File: config.mk
export PLATFORM = sky130hd
export DESIGN_NAME = ias_ctrl
export DESIGN_NICKNAME = d
export VERILOG_FILES = /design/src/rtl/ias_pkg.sv /design/src/rtl/ias_ctrl.sv
export SDC_FILE = /design/constraint.sdc
export NUM_CORES = 1
export LEC_CHECK = 0
export ABC_AREA = 1
export BUFFER_PORTS_ARGS = -buffer_cell sky130_fd_sc_hd__clkbuf_2
export CAP_MARGIN = 30
export CELL_PAD_IN_SITES_DETAIL_PLACEMENT = 0
export CELL_PAD_IN_SITES_GLOBAL_PLACEMENT = 1
export CORE_AREA = 2 2 39 41
export DETAILED_ROUTE_END_ITERATION = 6
export DIE_AREA = 0 0 41 43
export PLACE_DENSITY_LB_ADDON = 0.1
export SKIP_LAST_GASP = 1
export SYNTH_ARGS = -nofsm -noshare
export SYNTH_HDL_FRONTEND = slang
export SYNTH_SLANG_ARGS = --single-unit
File: constraint.sdc
create_clock -name clock -period 1.3 [get_ports clock]
set_clock_uncertainty 0.1 [all_clocks]
set_input_delay 0 -clock clock [delete_from_list [all_inputs] [get_ports clock]]
set_output_delay 0 -clock clock [all_outputs]
set_load 0.05 [all_outputs]
File: src/rtl/ias_pkg.sv
// shared types and constants of the indexed array store
// operation and status codes, channel words, controller/datapath command and status
// no dependencies
package ias_pkg;

   localparam int OP_W     = 3;
   localparam int POS_W    = 8;
   localparam int VAL_W    = 32;
   localparam int CNT_OUT_W = 9;
   localparam int ST_W     = 2;

   // operation codes
   localparam logic [OP_W-1:0] OP_PUSH   = 3'd0;
   localparam logic [OP_W-1:0] OP_POP    = 3'd1;
   localparam logic [OP_W-1:0] OP_READ   = 3'd2;
   localparam logic [OP_W-1:0] OP_INSERT = 3'd3;
   localparam logic [OP_W-1:0] OP_DELETE = 3'd4;
   localparam logic [OP_W-1:0] OP_REMOVE = 3'd5;
   localparam logic [OP_W-1:0] OP_FIND   = 3'd6;

   // status codes
   localparam logic [ST_W-1:0] ST_OK    = 2'd0;
   localparam logic [ST_W-1:0] ST_EMPTY = 2'd1;
   localparam logic [ST_W-1:0] ST_RANGE = 2'd2;
   localparam logic [ST_W-1:0] ST_FULL  = 2'd3;

   typedef struct packed {
      logic [OP_W-1:0]         operation;
      logic [POS_W-1:0]        position;
      logic signed [VAL_W-1:0] value;
   } ias_req_type;

   typedef struct packed {
      logic signed [VAL_W-1:0] read_value;
      logic [POS_W-1:0]        found_index;
      logic                    found;
      logic [CNT_OUT_W-1:0]    count;
      logic [ST_W-1:0]         status;
      logic                    is_empty;
   } ias_rsp_type;

   // controller to datapath
   typedef struct packed {
      logic load;
      logic issue;
      logic tail;
      logic out_load;
   } ias_cmd_type;

   // datapath to controller
   typedef struct packed {
      logic can_issue;
      logic walk_done;
   } ias_sts_type;

endpackage

File: src/rtl/ias_ctrl.sv
// controller state machine: accept, walk, final update, response hand-off
// depends on ias_pkg
module ias_ctrl (
   input  logic                  clock,
   input  logic                  reset,
   input  logic                  req_valid,
   output logic                  req_ready,
   output logic                  rsp_valid,
   input  logic                  rsp_ready,
   input  ias_pkg::ias_sts_type  sts,
   output ias_pkg::ias_cmd_type  cmd
);

   typedef enum logic [1:0] {IDLE, WALK, TAIL, DONE} state_type;

   state_type state_ff, state_in;
   logic      rsp_vld_ff, rsp_vld_in;

   always_comb begin
      cmd.load     = (state_ff == IDLE) && req_valid;
      cmd.issue    = (state_ff == WALK) && sts.can_issue;
      cmd.tail     = (state_ff == TAIL);
      cmd.out_load = (state_ff == DONE) && (!rsp_vld_ff || rsp_ready);

      state_in = state_ff;
      case (state_ff)
         IDLE: begin
            if (req_valid) begin
               state_in = WALK;
            end
         end
         WALK: begin
            if (sts.walk_done) begin
               state_in = TAIL;
            end
         end
         TAIL: begin
            state_in = DONE;
         end
         DONE: begin
            if (cmd.out_load) begin
               state_in = IDLE;
            end
         end
         default: begin
            state_in = IDLE;
         end
      endcase

      if (cmd.out_load) begin
         rsp_vld_in = 1'b1;
      end else if (rsp_ready) begin
         rsp_vld_in = 1'b0;
      end else begin
         rsp_vld_in = rsp_vld_ff;
      end
   end

   always_ff @(posedge clock) begin
      if (reset) begin
         state_ff   <= IDLE;
         rsp_vld_ff <= 1'b0;
      end else begin
         state_ff   <= state_in;
         rsp_vld_ff <= rsp_vld_in;
      end
   end

   assign req_ready = (state_ff == IDLE);
   assign rsp_valid = rsp_vld_ff;

`ifndef SYNTH
   a_accept_starts_walk: assert property (@(posedge clock) disable iff (reset)
      req_valid && req_ready |=> state_ff == WALK)
      else $error("accepted word did not start a walk");

   a_out_slot_free: assert property (@(posedge clock) disable iff (reset)
      cmd.out_load |-> !rsp_vld_ff || rsp_ready)
      else $error("response overwritten before taken");

   a_out_shows: assert property (@(posedge clock) disable iff (reset)
      cmd.out_load |=> rsp_vld_ff && state_ff == IDLE)
      else $error("loaded response not presented");
`endif

endmodule

# Word level (Yosys, flattened, before mapping)
# Cells that the tools add are included.
dict set report op_classes {
  n_eq_ne 6
  n_mux 6
  n_reduce_logical 8
}
# cell n
set op_table {}
lappend op_table {{case mux 2 bit (4 select lines)} 1}
lappend op_table {{two-way mux 2 bit} 3}
lappend op_table {{inequality test 2 bit (second input constant)} 3}
lappend op_table {{equality test 2 bit (second input constant)} 2}
lappend op_table {{logical AND 1 bit} 3}
lappend op_table {{AND reduction 3 bit} 1}
lappend op_table {{equality test 2 x 1 -> 1 bit (second input constant)} 1}
lappend op_table {{logical NOT 2 bit} 1}
lappend op_table {{two-way mux 1 bit} 2}
lappend op_table {{nonzero test 2 bit} 1}
lappend op_table {{logical NOT 1 bit} 1}
lappend op_table {{logical OR 1 bit} 1}
dict set report word_totals {
  inputBits 6
  register_bits 3
  out_inout_bits 6
  elab_cells 22
}

# Logic depth before layout (Yosys ltp)
dict set report depth {
  ltp_word 5
  depth_mapped 7
  mapped_depth_nobuf 7
}

# Worst setup path before layout
# OpenSTA, ideal clock, no wires.
dict set report synth_path {
  path_kind {register to register}
  start {register state_ff[0]}
  end {register state_ff[0]}
  path_slack_ps -178
  t_arrival_ps 1265
  stages_incl_launch_ff 8
  n_path_buf 0
  setup_time_ps 113
  t_required_ps 1087
  synth_period_minus_slack_ps 1478
  cell_sequence {dfxtp_1 inv_1 ha_1 nand2_2 nand2_2 nor2_2 nor2_1 nor2_1}
}
dict set report synth_between {
  word_cells_on_any_way 10
  cone_classes {eq/ne: 6; mux: 1; reduce/logical: 3}
}
# item line_no
set synth_lines {}
lappend synth_lines {{from (decl)} ias_ctrl.sv:16} ;# state_type state_ff, state_in;
lappend synth_lines {{from (signal assigned)} ias_ctrl.sv:64} ;# state_ff <= state_in;
lappend synth_lines {{logical NOT 2 bit (*)} --}
lappend synth_lines {{via req_ready} ias_ctrl.sv:7} ;# output logic req_ready,
lappend synth_lines {{inequality test 2 bit (no line)} --}
lappend synth_lines {{AND reduction 3 bit (no line)} --}
# Mark *: on every way through the listed nets, which the timed path passes. The rest lies on a longest branch.
# A chain may end at the register's enable or synchronous reset.

==> impl_metrics.ini <==
[status]
status = completed

[pwr]
p_comb_frac = 0.666
leakagePower_nw = 0.2350
power_density_nw_per_um2 = 2428
clkPwrFrac = 0.166
finalPower_mw = 0.9963
ir_drop_mv = 0.8090
p_int_mw = 0.4817
swShare = 0.5165
switchingPower_mw = 0.5146
seqPwrFrac = 0.168

[grt]
grt_pass1_wl_um = 862
grt_max_degree = 5
antenna_found_initial = 0
gr-total-overflow = 0
grt_pass1_vias = 250
grt_usage = 0.07831

[worst_setup_path]
r2r_cells = 7
rrSetupSlack_ps = 90
endpoint = cmd[0]
slowest_stage = dfxtp_2
critical_path_required_ps = 1200
cp_cell_sequence = ha_2, inv_1, a21oi_1, clkbuf_8
start_kind = register
r2r-start = state_ff[1]
crit_start = state_ff[0]
regToRegEndpoint = state_ff[1]
cp-end-kind = output pin
path_max_fanout = 4
cp_slowest_stage_delay_ps = 350
critPathArrivalTime_ps = 1150
crit_type = register to output pin

[synth]
synthCells = 38
ys_seq_area_frac = 0.2412
syn_area_per_cell_sq_um = 6.552
synth-seq-cells = 3
yosysTopAreaCell = dfxtp_1
netlist_top_cells_area = dfxtp_1 (24%), ha_1 (20%), inv_1 (17%)
synth_nets = 48
syn_area_sq_um = 249.0
yosysUniqueCellTypes = 11
ys_warn_count = 0
synth_top_area_frac = 0.2412

[timing]
fin_crit_sh = 0.9631
rsz0062_at_grt = true
relSlewSlack = 0.8171
setup_violations = 0
finalHoldViolCount = 0
setup_tns_ps = 0
layout_min_cycle_time_ps = 1252
setup_ws_ps = 47.96
timing.hold.ws_ps = 96.36
worstMarginPinSlew_ps = 275.5
fmax_ghz = 0.7987
maxSlewViolCount = 0

[clock_network]
clkTransAtPathRegs_ps = 40
htree_num_levels = 1
cts_buffers = 3
cts_tree = yes
cts_sinks = 3
cts_buffer_depth = 2
cts-root-buf = clkbuf_4
worstSkewPairLatency_ps = 240

[detailed_routing]
avgRoutedWirePerCell_um = 8.085
viasPerCell = 3.859
vias = 274
drcViolationCount = 0
wl_um = 574
postRouteAntennaNets = 0
firstDrtPassIters = 2
drt_iter0_drc = 1

[min_path]
hold_class = input port to register

[placement]
portBuffers = 11
globalplace.congestion = 0.6042
dpl.hpwl_um = 470.9
post-place-ws_ps = 42.44
dpl_cell_area_sq_um = 339.1

[cells_and_area]
drive_gt1_frac = 0.4364
final_cell_area_sq_um = 410.4
antenna_cells = 0
nNetsFinal = 66
n_fill_cell = 167
syn_to_final_growth_pct = 64.82

[floorplan]
core_area_sq_um = 1384
die_w_um = 41
die_y_um = 43
dieArea_sq_um = 1763
io_pins = 12
start_util = 0.1799
num_rows = 14

[job]
maxCapViolCount = 0
==> worst max-delay path, delay by kind of cell, from the launching register on <==
family	cells	cell delay (ps)
compound gates	1	130
flops	1	350
fa+ha+maj	1	180
buf+inv	2	250
==> area by class of cell <==
cell class	instances	area, sq um	share of cell area
tap	16	20.02	0.04878
sequential	3	62.56	0.1524
timing repair buffer	14	102.6	0.2500
clock buffer	4	26.28	0.06402
multi-input combinational	23	157.7	0.3841
inverter	11	41.29	0.1006
==> per-layer routing <==
metal  part of all wire  GRT usage
met5                  0          0
met4              0.017     0.1000
met3              0.057    0.01571
met2               0.52     0.1094
met1               0.40    0.08039
==> synthesized netlist by cell type <==
library cell and instances:
dfxtp_1 3, nand3_1 1, nand2_1 5, nand4_1 2, a21oi_1 2, ha_1 4
buf_4 1, nor2_2 1, nor2_1 5, nand2_2 3, inv_1 11
==> layout by cell type, fill, tap and decap left out <==
cell type	netlist	routed
inv_1	11	11
clkbuf_2	0	8
nand2_1	5	5
nor2_1	5	5
nand2_2	3	3
clkbuf_4	0	3
a21oi_1	2	2
nand4_1	2	2
ha_2	0	2
dlygate4sd3_1	0	2
clkbuf_8	0	2
buf_4	1	2
dfxtp_2	0	2
nand3_1	1	1
nor2_2	1	1
ha_4	0	1
ha_1	4	1
clkbuf_1	0	1
dfxtp_1	3	1
==> state kept, by name (all words and copies together), names as in the netlist <==
name	cells
rsp_valid	1
state_ff	2
==> repair_timing <==
item / CTS / global route
hold endpoints to repair: 3 / 0
hold buffers: 2 / 0
setup endpoints to repair: 3 / 6
resized for setup: 6 / 3
setup buffers: 0 / 0
==> power by group through the flow <==
| stage | combinational (mW) | sequential [mW] | clock, mW |
|---|---|---|---|
| floorplan | 0.524 | 0.173 | 0 |
| detailed placement | 0.640 | 0.164 | 0 |
| CTS | 0.676 | 0.164 | 0.173 |
| global placement | 0.625 | 0.162 | 0 |
| finish | 0.664 | 0.167 | 0.165 |
| global route | 0.738 | 0.176 | 0.179 |
==> through the flow <==
stage / utilization / instances
final: 0.2966 / 71
after global routing: 0.2966 / 71
after CTS: 0.2939 / 71
after detailed placement: 0.2450 / 65
after global placement: 0.2450 / 65
after floorplan: - / 38
==> logic make-up (layout without fill, tap and decap cells) <==
group | count (synthesis) | after routing | synth area share
flops | 3 | 3 | 0.2412
buf+inv | 12 | 29 | 0.1960
fa+ha+maj | 4 | 4 | 0.2010
simple gates | 17 | 17 | 0.3216
compound gates | 2 | 2 | 0.04020
==> worst min-delay path by stage <==
stage	endpoint	start	cells after the start
after detailed placement	rsp_valid	reset	2
after CTS	state_ff[0]	sts[0]	6
final	state_ff[1]	sts[0]	6
after floorplan	rsp_valid	reset	1
after global placement	rsp_valid	reset	2
after global routing	state_ff[0]	sts[0]	6
Note: power is estimated with default switching activity, not from simulation.
